==> config.mk <==
export PLATFORM = sky130hd
export DESIGN_NAME = dual_pulse_sound_generator_top
export DESIGN_NICKNAME = d
export VERILOG_FILES = /design/src/hw/rtl/dpsg_pkg.sv /design/src/hw/rtl/dual_pulse_sound_generator_top.sv /design/src/hw/rtl/dpsg_channel.sv /design/src/hw/rtl/dpsg_frame.sv /design/src/hw/rtl/dpsg_outbuf.sv
export SDC_FILE = /design/constraint.sdc
export NUM_CORES = 1
export LEC_CHECK = 0
export BUFFER_PORTS_ARGS = -buffer_cell sky130_fd_sc_hd__buf_2
export CAP_MARGIN = 20
export CORE_MARGIN = 4
export CORE_UTILIZATION = 60
export DETAILED_ROUTE_END_ITERATION = 10
export MAX_ROUTING_LAYER = met4
export PLACE_DENSITY = 0.79
export SETUP_SLACK_MARGIN = 0.15
export SKIP_LAST_GASP = 1
export SYNTH_ARGS = -nofsm -noshare
export SYNTH_HDL_FRONTEND = slang
export SYNTH_SLANG_ARGS = --single-unit
==> constraint.sdc <==
create_clock -name clk -period 5.5 [get_ports clk]
set_clock_uncertainty 0.1 [all_clocks]
set_input_delay 0.825 -clock clk [delete_from_list [all_inputs] [get_ports clk]]
set_output_delay 0.825 -clock clk [all_outputs]
set_load 0.02 [all_outputs]
==> src/hw/rtl/dpsg_pkg.sv <==
// ----------------------------------------------------------------------------
// dpsg_pkg
// Shared types, register offsets and lookup tables for the dual pulse sound
// generator.
// ----------------------------------------------------------------------------
`default_nettype none

package dpsg_pkg;

    // Number of byte registers in the bus window.
    localparam int REG_SLOTS = 32;
    localparam int ADDR_W    = $clog2(REG_SLOTS);

    // Item commands.
    typedef enum logic [1:0] {
        CMD_WRITE = 2'd0,
        CMD_READ  = 2'd1,
        CMD_TIMER = 2'd2,
        CMD_FRAME = 2'd3
    } cmd_t;

    // Register offsets with a function.
    localparam logic [ADDR_W-1:0] ADDR_CTRL_A   = ADDR_W'(8'h00);
    localparam logic [ADDR_W-1:0] ADDR_PLO_A    = ADDR_W'(8'h02);
    localparam logic [ADDR_W-1:0] ADDR_PHI_A    = ADDR_W'(8'h03);
    localparam logic [ADDR_W-1:0] ADDR_CTRL_B   = ADDR_W'(8'h04);
    localparam logic [ADDR_W-1:0] ADDR_PLO_B    = ADDR_W'(8'h06);
    localparam logic [ADDR_W-1:0] ADDR_PHI_B    = ADDR_W'(8'h07);
    localparam logic [ADDR_W-1:0] ADDR_PCM_CTRL = ADDR_W'(8'h10);
    localparam logic [ADDR_W-1:0] ADDR_PCM_DATA = ADDR_W'(8'h11);
    localparam logic [ADDR_W-1:0] ADDR_ENABLE   = ADDR_W'(8'h15);

    // First period above the sounding range, and the lowest one that produces sound.
    localparam logic [10:0] PERIOD_MAX = 11'h7FF;
    localparam logic [10:0] PERIOD_MIN = 11'd8;

    // Input item.
    typedef struct packed {
        logic [1:0]        cmd;
        logic [ADDR_W-1:0] addr;
        logic [7:0]        wdata;
    } in_item_t;

    // Result item.
    typedef struct packed {
        logic [7:0] read_data;
        logic [4:0] audio_level;
        logic [7:0] pcm_level;
        logic       irq_flag;
    } out_item_t;

    // Per-item controls from the bus decoder to one pulse channel.
    typedef struct packed {
        logic       item;
        logic       wr_ctrl;
        logic       wr_plo;
        logic       wr_phi;
        logic       wr_en;
        logic       tick;
        logic       frame_clk;
        logic       en_cur;
        logic       en_new;
        logic [1:0] duty;
        logic [7:0] wdata;
    } chan_ctl_t;

    // Length counter load values.
    function automatic logic [7:0] len_lookup(input logic [4:0] idx);
        logic [7:0] val;
        case (idx)
            5'd0:  val = 8'd10;
            5'd1:  val = 8'd254;
            5'd2:  val = 8'd20;
            5'd3:  val = 8'd2;
            5'd4:  val = 8'd40;
            5'd5:  val = 8'd4;
            5'd6:  val = 8'd80;
            5'd7:  val = 8'd6;
            5'd8:  val = 8'd160;
            5'd9:  val = 8'd8;
            5'd10: val = 8'd60;
            5'd11: val = 8'd10;
            5'd12: val = 8'd14;
            5'd13: val = 8'd12;
            5'd14: val = 8'd26;
            5'd15: val = 8'd14;
            5'd16: val = 8'd12;
            5'd17: val = 8'd16;
            5'd18: val = 8'd24;
            5'd19: val = 8'd18;
            5'd20: val = 8'd48;
            5'd21: val = 8'd20;
            5'd22: val = 8'd96;
            5'd23: val = 8'd22;
            5'd24: val = 8'd192;
            5'd25: val = 8'd24;
            5'd26: val = 8'd72;
            5'd27: val = 8'd26;
            5'd28: val = 8'd16;
            5'd29: val = 8'd28;
            5'd30: val = 8'd32;
            5'd31: val = 8'd30;
            default: val = 8'd0;
        endcase
        return val;
    endfunction

    // Duty waveforms, bit n is sequencer step n.
    function automatic logic duty_lookup(input logic [1:0] duty, input logic [2:0] step);
        logic [7:0] wave;
        case (duty)
            2'd0:    wave = 8'b0000_0010;
            2'd1:    wave = 8'b0000_0110;
            2'd2:    wave = 8'b0001_1110;
            2'd3:    wave = 8'b1111_1001;
            default: wave = 8'b0000_0000;
        endcase
        return wave[step];
    endfunction

    // Frame divider reload for the step being entered.
    function automatic logic [13:0] frame_reload(input logic pal, input logic [1:0] step);
        logic [13:0] val;
        if (pal)
        begin
            val = (step == 2'd1) ? 14'd8312 : 14'd8314;
        end
        else
        begin
            val = (step == 2'd0) ? 14'd7456 : 14'd7458;
        end
        return val;
    endfunction

endpackage

`default_nettype wire

==> src/hw/rtl/dual_pulse_sound_generator_top.sv <==
// ----------------------------------------------------------------------------
// dual_pulse_sound_generator_top
// Two pulse channels with a raw PCM byte and PCM interrupt, driven by bus
// accesses and timer and frame ticks.
// ----------------------------------------------------------------------------
// Usage:
//   Each input item on in_valid/in_stall is a register write, a register
//   read, a timer tick or a frame tick. Every accepted item produces exactly
//   one result item on out_valid/out_stall with the read byte, the summed
//   channel levels, the PCM byte and the interrupt flag.
//   The item is processed in the cycle it is accepted and its result is
//   registered; one item can be accepted per cycle while in_stall is low.
//   The output register has a skid entry behind it: when the receiver
//   stalls, one more item is still taken, then in_stall rises until the
//   receiver drains the output. No result is lost or repeated.
//   The pal_mode register is written over cfg_valid/cfg_ready, which is
//   always ready; write it only while no item is in flight.
//   Reset clears all channel state, the register bytes, the PCM control
//   and the output buffer; the block takes items right after reset.
// ----------------------------------------------------------------------------
`default_nettype none

module dual_pulse_sound_generator_top (
    input  wire logic                clk,
    input  wire logic                rst_n,
    input  wire logic                in_valid,
    output logic                     in_stall,
    input  wire dpsg_pkg::in_item_t  in_data,
    output logic                     out_valid,
    input  wire logic                out_stall,
    output dpsg_pkg::out_item_t      out_data,
    input  wire logic                cfg_valid,
    output logic                     cfg_ready,
    input  wire logic                cfg_data
);

    logic                in_accept;
    logic                is_write;
    logic                is_read;
    logic                pal_mode_reg;
    logic [7:0]          reg_store_reg [dpsg_pkg::REG_SLOTS];
    logic [7:0]          pcm_byte_reg, pcm_byte_next;
    logic                read_mode_reg, read_mode_next;
    logic                irq_en_reg, irq_en_next;
    logic                irq_reg, irq_next;
    logic [1:0]          en_cur;
    logic [1:0]          en_new;
    logic [1:0]          duty_a;
    logic [1:0]          duty_b;
    logic                frame_fire;
    dpsg_pkg::chan_ctl_t ctl_a;
    dpsg_pkg::chan_ctl_t ctl_b;
    logic [3:0]          held_a;
    logic [3:0]          held_b;
    logic                len_nz_a;
    logic                len_nz_b;
    logic [7:0]          read_data;
    dpsg_pkg::out_item_t result;

    assign cfg_ready = 1'b1;
    assign in_accept = in_valid && !in_stall;
    assign is_write  = in_accept && (in_data.cmd == dpsg_pkg::CMD_WRITE);
    assign is_read   = in_accept && (in_data.cmd == dpsg_pkg::CMD_READ);

    // Configuration register.
    always_ff @(posedge clk or negedge rst_n)
    begin
        if (!rst_n)
        begin
            pal_mode_reg <= 1'b0;
        end
        else if (cfg_valid && cfg_ready)
        begin
            pal_mode_reg <= cfg_data;
        end
    end

    // Register bytes as written.
    always_ff @(posedge clk or negedge rst_n)
    begin
        if (!rst_n)
        begin
            for (int i = 0; i < dpsg_pkg::REG_SLOTS; i++)
            begin
                reg_store_reg[i] <= '0;
            end
        end
        else if (is_write)
        begin
            reg_store_reg[in_data.addr] <= in_data.wdata;
        end
    end

    // Enables as they stand before and after this item's write, duty after it.
    always_comb
    begin
        en_cur = reg_store_reg[dpsg_pkg::ADDR_ENABLE][1:0];
        en_new = en_cur;
        duty_a = reg_store_reg[dpsg_pkg::ADDR_CTRL_A][7:6];
        duty_b = reg_store_reg[dpsg_pkg::ADDR_CTRL_B][7:6];
        if (is_write && (in_data.addr == dpsg_pkg::ADDR_ENABLE))
        begin
            en_new = in_data.wdata[1:0];
        end
        if (is_write && (in_data.addr == dpsg_pkg::ADDR_CTRL_A))
        begin
            duty_a = in_data.wdata[7:6];
        end
        if (is_write && (in_data.addr == dpsg_pkg::ADDR_CTRL_B))
        begin
            duty_b = in_data.wdata[7:6];
        end
    end

    // Frame divider.
    dpsg_frame u_frame (
        .clk      (clk),
        .rst_n    (rst_n),
        .tick     (in_accept && (in_data.cmd == dpsg_pkg::CMD_FRAME)),
        .pal_mode (pal_mode_reg),
        .fire     (frame_fire)
    );

    // Channel controls.
    always_comb
    begin
        ctl_a.item      = in_accept;
        ctl_a.wr_ctrl   = is_write && (in_data.addr == dpsg_pkg::ADDR_CTRL_A);
        ctl_a.wr_plo    = is_write && (in_data.addr == dpsg_pkg::ADDR_PLO_A);
        ctl_a.wr_phi    = is_write && (in_data.addr == dpsg_pkg::ADDR_PHI_A);
        ctl_a.wr_en     = is_write && (in_data.addr == dpsg_pkg::ADDR_ENABLE);
        ctl_a.tick      = in_accept && (in_data.cmd == dpsg_pkg::CMD_TIMER);
        ctl_a.frame_clk = frame_fire;
        ctl_a.en_cur    = en_cur[0];
        ctl_a.en_new    = en_new[0];
        ctl_a.duty      = duty_a;
        ctl_a.wdata     = in_data.wdata;

        ctl_b           = ctl_a;
        ctl_b.wr_ctrl   = is_write && (in_data.addr == dpsg_pkg::ADDR_CTRL_B);
        ctl_b.wr_plo    = is_write && (in_data.addr == dpsg_pkg::ADDR_PLO_B);
        ctl_b.wr_phi    = is_write && (in_data.addr == dpsg_pkg::ADDR_PHI_B);
        ctl_b.en_cur    = en_cur[1];
        ctl_b.en_new    = en_new[1];
        ctl_b.duty      = duty_b;
    end

    dpsg_channel u_chan_a (
        .clk       (clk),
        .rst_n     (rst_n),
        .ctl       (ctl_a),
        .held_next (held_a),
        .length_nz (len_nz_a)
    );

    dpsg_channel u_chan_b (
        .clk       (clk),
        .rst_n     (rst_n),
        .ctl       (ctl_b),
        .held_next (held_b),
        .length_nz (len_nz_b)
    );

    // PCM control and register reads.
    always_comb
    begin
        pcm_byte_next  = pcm_byte_reg;
        read_mode_next = read_mode_reg;
        irq_en_next    = irq_en_reg;
        irq_next       = irq_reg;
        read_data      = 8'd0;
        if (is_write && (in_data.addr == dpsg_pkg::ADDR_PCM_CTRL))
        begin
            read_mode_next = in_data.wdata[0];
            irq_en_next    = in_data.wdata[7];
            if (!in_data.wdata[7])
            begin
                irq_next = 1'b0;
            end
        end
        if (is_write && (in_data.addr == dpsg_pkg::ADDR_PCM_DATA) && !read_mode_reg)
        begin
            pcm_byte_next = in_data.wdata;
            if ((in_data.wdata == 8'd0) && irq_en_reg)
            begin
                irq_next = 1'b1;
            end
        end
        if (is_read)
        begin
            case (in_data.addr)
                dpsg_pkg::ADDR_PCM_CTRL:
                begin
                    read_data = {irq_reg, 7'd0};
                    irq_next  = 1'b0;
                end
                dpsg_pkg::ADDR_ENABLE:
                begin
                    read_data = {6'd0, len_nz_b, len_nz_a};
                end
                default:
                begin
                    read_data = reg_store_reg[in_data.addr];
                end
            endcase
        end
    end

    always_ff @(posedge clk or negedge rst_n)
    begin
        if (!rst_n)
        begin
            pcm_byte_reg  <= '0;
            read_mode_reg <= 1'b0;
            irq_en_reg    <= 1'b0;
            irq_reg       <= 1'b0;
        end
        else
        begin
            pcm_byte_reg  <= pcm_byte_next;
            read_mode_reg <= read_mode_next;
            irq_en_reg    <= irq_en_next;
            irq_reg       <= irq_next;
        end
    end

    // Result item.
    always_comb
    begin
        result.read_data   = read_data;
        result.audio_level = 5'(held_a) + 5'(held_b);
        result.pcm_level   = pcm_byte_next;
        result.irq_flag    = irq_next;
    end

    dpsg_outbuf u_outbuf (
        .clk       (clk),
        .rst_n     (rst_n),
        .push      (in_accept),
        .push_data (result),
        .full      (in_stall),
        .out_valid (out_valid),
        .out_stall (out_stall),
        .out_data  (out_data)
    );

`ifndef NO_ASSERTIONS
    // A stalled result stays presented until the receiver takes it.
    a_result_held: assert property (@(posedge clk) disable iff (!rst_n)
        (out_valid && out_stall) |=> out_valid)
        else $error("result dropped while stalled");

    // The interrupt is raised only by an accepted item.
    a_irq_source: assert property (@(posedge clk) disable iff (!rst_n)
        $rose(irq_reg) |-> $past(in_accept))
        else $error("interrupt raised without an item");

    // Two 4-bit levels never sum beyond 30.
    a_level_range: assert property (@(posedge clk) disable iff (!rst_n)
        out_valid |-> (out_data.audio_level <= 5'd30))
        else $error("audio level out of range");

    // A read of the PCM control clears the pending interrupt.
    a_irq_clear: assert property (@(posedge clk) disable iff (!rst_n)
        (is_read && (in_data.addr == dpsg_pkg::ADDR_PCM_CTRL)) |=> !irq_reg)
        else $error("interrupt not cleared by status read");
`endif

endmodule

`default_nettype wire

==> src/hw/rtl/dpsg_channel.sv <==
// ----------------------------------------------------------------------------
// dpsg_channel
// One pulse channel: period, duty sequencer timer, length counter, envelope
// and the held output level.
// ----------------------------------------------------------------------------
`default_nettype none

module dpsg_channel (
    input  wire logic                clk,
    input  wire logic                rst_n,
    input  wire dpsg_pkg::chan_ctl_t ctl,
    output logic [3:0]               held_next,
    output logic                     length_nz
);

    logic [10:0] period_reg, period_next;
    logic [12:0] timer_reg, timer_next;
    logic [2:0]  step_reg, step_next;
    logic [7:0]  length_reg, length_next;
    logic [3:0]  decay_reg, decay_next;
    logic [3:0]  div_reg, div_next;
    logic [3:0]  vol_reg, vol_next;
    logic        const_reg, const_next;
    logic        loop_reg, loop_next;
    logic        start_reg, start_next;
    logic [3:0]  held_reg;
    logic [12:0] timer_dec;
    logic [12:0] timer_load;
    logic [3:0]  level;

    assign timer_dec  = (timer_reg != 13'd0) ? timer_reg - 13'd1 : 13'd0;
    assign timer_load = {12'(period_reg) + 12'd1, 1'b0};

    // Next state of the channel for the current item.
    always_comb
    begin
        period_next = period_reg;
        timer_next  = timer_reg;
        step_next   = step_reg;
        length_next = length_reg;
        decay_next  = decay_reg;
        div_next    = div_reg;
        vol_next    = vol_reg;
        const_next  = const_reg;
        loop_next   = loop_reg;
        start_next  = start_reg;

        if (ctl.wr_ctrl)
        begin
            vol_next   = ctl.wdata[3:0];
            const_next = ctl.wdata[4];
            loop_next  = ctl.wdata[5];
        end

        if (ctl.wr_plo)
        begin
            period_next[7:0] = ctl.wdata;
        end

        // A period high write restarts the sequencer and the envelope.
        if (ctl.wr_phi)
        begin
            period_next[10:8] = ctl.wdata[2:0];
            step_next         = 3'd0;
            start_next        = 1'b1;
            if (ctl.en_cur)
            begin
                length_next = dpsg_pkg::len_lookup(ctl.wdata[7:3]);
            end
        end

        if (ctl.wr_en && !ctl.en_new)
        begin
            length_next = 8'd0;
        end

        // Timer tick: count down, reload and step the sequencer at zero.
        if (ctl.tick)
        begin
            if (timer_dec == 13'd0)
            begin
                timer_next = timer_load;
                step_next  = step_reg + 3'd1;
            end
            else
            begin
                timer_next = timer_dec;
            end
        end

        // Frame clock: envelope and length, only while the length is running.
        if (ctl.frame_clk && (length_reg != 8'd0))
        begin
            if (start_reg)
            begin
                start_next = 1'b0;
                div_next   = vol_reg;
                decay_next = 4'd15;
            end
            else if (div_reg == 4'd0)
            begin
                div_next = vol_reg;
                if (decay_reg == 4'd0)
                begin
                    if (loop_reg)
                    begin
                        decay_next = 4'd15;
                    end
                end
                else
                begin
                    decay_next = decay_reg - 4'd1;
                end
            end
            else
            begin
                div_next = div_reg - 4'd1;
            end
            if (!loop_reg)
            begin
                length_next = length_reg - 8'd1;
            end
        end
    end

    // Held level is refreshed after every item while the channel sounds.
    always_comb
    begin
        level     = const_next ? vol_next : decay_next;
        held_next = held_reg;
        if (ctl.item && (length_next != 8'd0) && ctl.en_new &&
            (period_next >= dpsg_pkg::PERIOD_MIN) && (period_next != dpsg_pkg::PERIOD_MAX))
        begin
            held_next = dpsg_pkg::duty_lookup(ctl.duty, step_next) ? level : 4'd0;
        end
    end

    assign length_nz = (length_reg != 8'd0);

    always_ff @(posedge clk or negedge rst_n)
    begin
        if (!rst_n)
        begin
            period_reg <= '0;
            timer_reg  <= '0;
            step_reg   <= '0;
            length_reg <= '0;
            decay_reg  <= '0;
            div_reg    <= '0;
            vol_reg    <= '0;
            const_reg  <= 1'b0;
            loop_reg   <= 1'b0;
            start_reg  <= 1'b0;
            held_reg   <= '0;
        end
        else
        begin
            period_reg <= period_next;
            timer_reg  <= timer_next;
            step_reg   <= step_next;
            length_reg <= length_next;
            decay_reg  <= decay_next;
            div_reg    <= div_next;
            vol_reg    <= vol_next;
            const_reg  <= const_next;
            loop_reg   <= loop_next;
            start_reg  <= start_next;
            held_reg   <= held_next;
        end
    end

endmodule

`default_nettype wire

==> src/hw/rtl/dpsg_frame.sv <==
// ----------------------------------------------------------------------------
// dpsg_frame
// Four-step frame divider that issues the envelope and length clock.
// ----------------------------------------------------------------------------
`default_nettype none

module dpsg_frame (
    input  wire logic clk,
    input  wire logic rst_n,
    input  wire logic tick,
    input  wire logic pal_mode,
    output logic      fire
);

    logic [1:0]  frame_step_reg, frame_step_next;
    logic [13:0] frame_count_reg, frame_count_next;
    logic [13:0] count_dec;

    assign count_dec = (frame_count_reg != 14'd0) ? frame_count_reg - 14'd1 : 14'd0;

    // Count down on each frame tick; at zero clock the channels and reload.
    always_comb
    begin
        fire             = 1'b0;
        frame_step_next  = frame_step_reg;
        frame_count_next = frame_count_reg;
        if (tick)
        begin
            if (count_dec == 14'd0)
            begin
                fire             = 1'b1;
                frame_step_next  = frame_step_reg + 2'd1;
                frame_count_next = dpsg_pkg::frame_reload(pal_mode, frame_step_next);
            end
            else
            begin
                frame_count_next = count_dec;
            end
        end
    end

    always_ff @(posedge clk or negedge rst_n)
    begin
        if (!rst_n)
        begin
            frame_step_reg  <= '0;
            frame_count_reg <= '0;
        end
        else
        begin
            frame_step_reg  <= frame_step_next;
            frame_count_reg <= frame_count_next;
        end
    end

endmodule

`default_nettype wire

==> src/hw/rtl/dpsg_outbuf.sv <==
// ----------------------------------------------------------------------------
// dpsg_outbuf
// Result register with a skid entry, so that a new item can be taken while
// a finished result waits for the receiver.
// ----------------------------------------------------------------------------
`default_nettype none

module dpsg_outbuf (
    input  wire logic                clk,
    input  wire logic                rst_n,
    input  wire logic                push,
    input  wire dpsg_pkg::out_item_t push_data,
    output logic                     full,
    output logic                     out_valid,
    input  wire logic                out_stall,
    output dpsg_pkg::out_item_t      out_data
);

    logic                valid_reg, valid_next;
    logic                skid_valid_reg, skid_valid_next;
    dpsg_pkg::out_item_t data_reg, data_next;
    dpsg_pkg::out_item_t skid_reg, skid_next;
    logic                take;

    assign take      = valid_reg && !out_stall;
    assign full      = skid_valid_reg;
    assign out_valid = valid_reg;
    assign out_data  = data_reg;

    // Move items from the skid entry or the input into the output register.
    always_comb
    begin
        valid_next      = valid_reg;
        skid_valid_next = skid_valid_reg;
        data_next       = data_reg;
        skid_next       = skid_reg;
        if (skid_valid_reg)
        begin
            if (take)
            begin
                data_next       = skid_reg;
                skid_valid_next = 1'b0;
            end
        end
        else if (push)
        begin
            if (!valid_reg || take)
            begin
                data_next  = push_data;
                valid_next = 1'b1;
            end
            else
            begin
                skid_next       = push_data;
                skid_valid_next = 1'b1;
            end
        end
        else if (take)
        begin
            valid_next = 1'b0;
        end
    end

    always_ff @(posedge clk or negedge rst_n)
    begin
        if (!rst_n)
        begin
            valid_reg      <= 1'b0;
            skid_valid_reg <= 1'b0;
        end
        else
        begin
            valid_reg      <= valid_next;
            skid_valid_reg <= skid_valid_next;
        end
    end

    always_ff @(posedge clk)
    begin
        data_reg <= data_next;
        skid_reg <= skid_next;
    end

endmodule

`default_nettype wire
==> flow_summary.yaml <==
timing:
  post-route-period-util_pct: 92.81
  fmax_mhz: 195.9
  rsz0062_at_grt: "false"
  hold_violations: 0
  finalMaxSlewViolations: 0
  relSlewSlack_pct: 28.35
  fin_crit_ns: 5.105
  worst_pin_slew_ns: 1.075
  setup_viol: 0
cts:
  cts-root-buf: "clkbuf_16"
  path_clk_slew_ns: 0.06
  cts_setup_buffers: 0
  clkSinkCount: 438
  tritoncts: "yes"
  clk_path_buf_depth: 3
  clock_latency_ns: 0.57
  ctsHoldBuffers: 0
  htreeDepth: 2
  cts_made_buffers: 46
critical_path:
  worstRegToRegCells: 18
  setup.worst_path.end_class: "flop"
  ff2ff_setup_slack_ns: 0.40
  critPathKind: "reg2reg"
  r2r_start: "u_chan_b.timer_reg[0]"
  startpoint_type: "flop"
  r2r-end: "u_outbuf.out_data[13]"
  cp_data_arrival_time_ns: 5.33
  path_max_fanout: 9
  critPathRequiredTime_ns: 5.72
drt:
  wirelength_um: 56980
  vias: 16080
  via_per_inst: 6.493
  drt-initial-drc-count: 1484
  post-route-drc-count: 0
  wire_per_inst_um: 23.00
  dr.pass1.iters: 5
  ant_nets: 0
cells_and_area:
  fillers: 2590
  layout-drive-gt1-share_pct: 26.07
  utilization_pct: 68.24
  area_growth_syn_to_layout_pct: 11.31
  final_cell_mix: "394 x dfrtp_1, 241 x nand2_1, 238 x mux2_2"
  seq_area_um2: 11180
  multi_input_comb_area_um2: 10240
  final_common_cell: "dfrtp_1"
  fin_nets: 2034
  largest_register_ffs: 254
  final_cell_area_um2: 24510
power:
  worst_ir_drop_vdd_mv: 0.2593
  powerDensity_nw_per_um2: 362.3
  leakagePower_nw: 11.36
placement:
  dp_hpwl_um: 37810
  dpl_cell_area_um2: 22950
  routabilityCongestion: 0.8829
  portBuffers: 44
yosys:
  yosys_warnings: 0
  async_flop_share_pct: 89.95
  synth_edf_count: 44
  syn_inst: 1932
  ys.flop_type: "dfrtp_1"
  ys_ff_latch: 438
  yosysTopAreaCellShare_pct: 44.78
  synth_top_cell_by_area: "dfrtp_1"
  synthesis.nets: 1985
  synth.area.top_cells: "dfrtp_1 45%, mux2_2 12%, mux4_2 6.6%"
  avgSynthCellArea_um2: 11.40
  netlist-cell-type-count: 86
  synth_area_um2: 22020
  seq_area_frac_synth_pct: 50.78
hold_path:
  hp-class: "in2async"
die:
  fp.dieH_um: 199.6
  pin_count: 46
  rows: 69
  die_w_um: 199.6
  initial_utilization_pct: 61.31
  core_area_um2: 35910
  die_area_um2: 39830
status:
  status: "finished, final reports clean"
global_route:
  grt_usage_pct: 30.02
  gr-total-overflow: 0
  antenna_found_initial: 2
  grt_max_degree: 114
  grt_pass1_wl_um: 91280
  first_global_vias: 16400
run:
  max_cap_viol_count: 0
==> layer usage <==
layer | track usage (%) | vias to the layer above | share of wire (%)
met5 | - | - | 0
met4 | 11.97 | 0 | 4.3
met3 | 5.260 | 148 | 6.6
met2 | 47.23 | 616 | 49
met1 | 39.35 | 8126 | 40
li1 | - | 7194 | -
==> area by class of cell <==
type	count	share of cell area [%]
antenna	2	0.02042
clock buffer	71	5.569
clock inverter	10	0.5922
inverter	60	0.9189
multi-input combinational	1323	41.79
sequential	438	45.62
tap	461	2.353
timing repair buffer	112	3.134
==> synth_stat cells, types with 11 or more instances <==
cell type,n
a21o_1,15
mux4_2,65
edfxtp_1,44
mux2_2,238
and3_1,14
nor3_1,35
xnor2_1,17
clkbuf_1,90
ha_1,31
o21ai_0,146
a21oi_1,71
nor3b_1,16
nand3_1,39
mux2i_1,25
a22oi_1,28
dfrtp_1,394
xor2_1,13
o22ai_1,13
nand2_1,241
nor4_1,11
nand4_1,19
nor2_1,93
a31oi_1,15
inv_1,59
==> stage by stage <==
step	TNS, ns	power (mW)	setup slack, ns	cells	hold slack, ns
2_1_floorplan	0	5.211	0.2202	1932	0.3389
3_3_place_gp	0	5.698	0.04672	2394	0.3513
3_5_place_dp	-0.1469	5.774	-0.1054	2394	0.3599
4_1_cts	0	8.882	0.1796	2475	0.2065
5_1_grt	0	9.277	0.1277	2477	0.2340
6_report	0	8.879	0.3952	2477	0.1588
==> critical path: stages (launching register included) <==
cell     delay [ns]
dfrtp_1        0.45
inv_1          0.10
ha_2           0.25
or4b_4         0.55
nor2_2         0.14
mux2i_1        0.30
and4_4         0.33
nand2_1        0.14
mux2i_1        0.18
mux2_2         0.35
a22oi_1        0.21
buf_4          0.18
nor3_1         0.06
mux2_2         0.29
ha_1           0.22
fa_1           0.39
a21o_1         0.19
a21o_1         0.18
mux2_2         0.26
==> worst max path at each step <==
| stage | to | cells past startpoint | start |
|---|---|---|---|
| final | u_outbuf.out_data[13] | 18 | u_chan_b.timer_reg[0] |
| after floorplan | u_outbuf.out_data[13] | 16 | in_data[3] |
| after CTS | u_outbuf.out_data[13] | 18 | u_chan_b.timer_reg[0] |
| after global routing | u_outbuf.out_data[13] | 15 | u_frame.frame_count_reg[3] |
| after global placement | u_outbuf.out_data[13] | 16 | in_data[14] |
| after detailed placement | u_outbuf.out_data[13] | 16 | in_data[14] |
==> logic make-up (layout without fill, tap and decap cells) <==
family          count (synthesis)  after routing  synth area share [%]
compound gates                383            383                 11.09
xor+xnor                       30             30                 1.193
other cells                     1              3               0.01703
flops                         438            438                 50.78
mux                           329            329                 20.02
simple gates                  548            548                 12.05
fa+ha+maj                      32             32                 1.852
buf+inv                       171            253                 3.000
==> power breakdown <==
group,switching (mW),internal (mW)
combinational,0.973,0.701
clock,1.30,1.81
sequential,0.374,3.72
total,2.65,6.23
==> what timing repair did <==
item | 4_1_cts | 5_1_grt
endpoints found under the setup margin | 1 | 5
pin swaps | 0 | 1
gates cloned | 0 | 0
gates resized for setup | 1 | 12
Note: power is estimated with default switching activity, not from simulation.
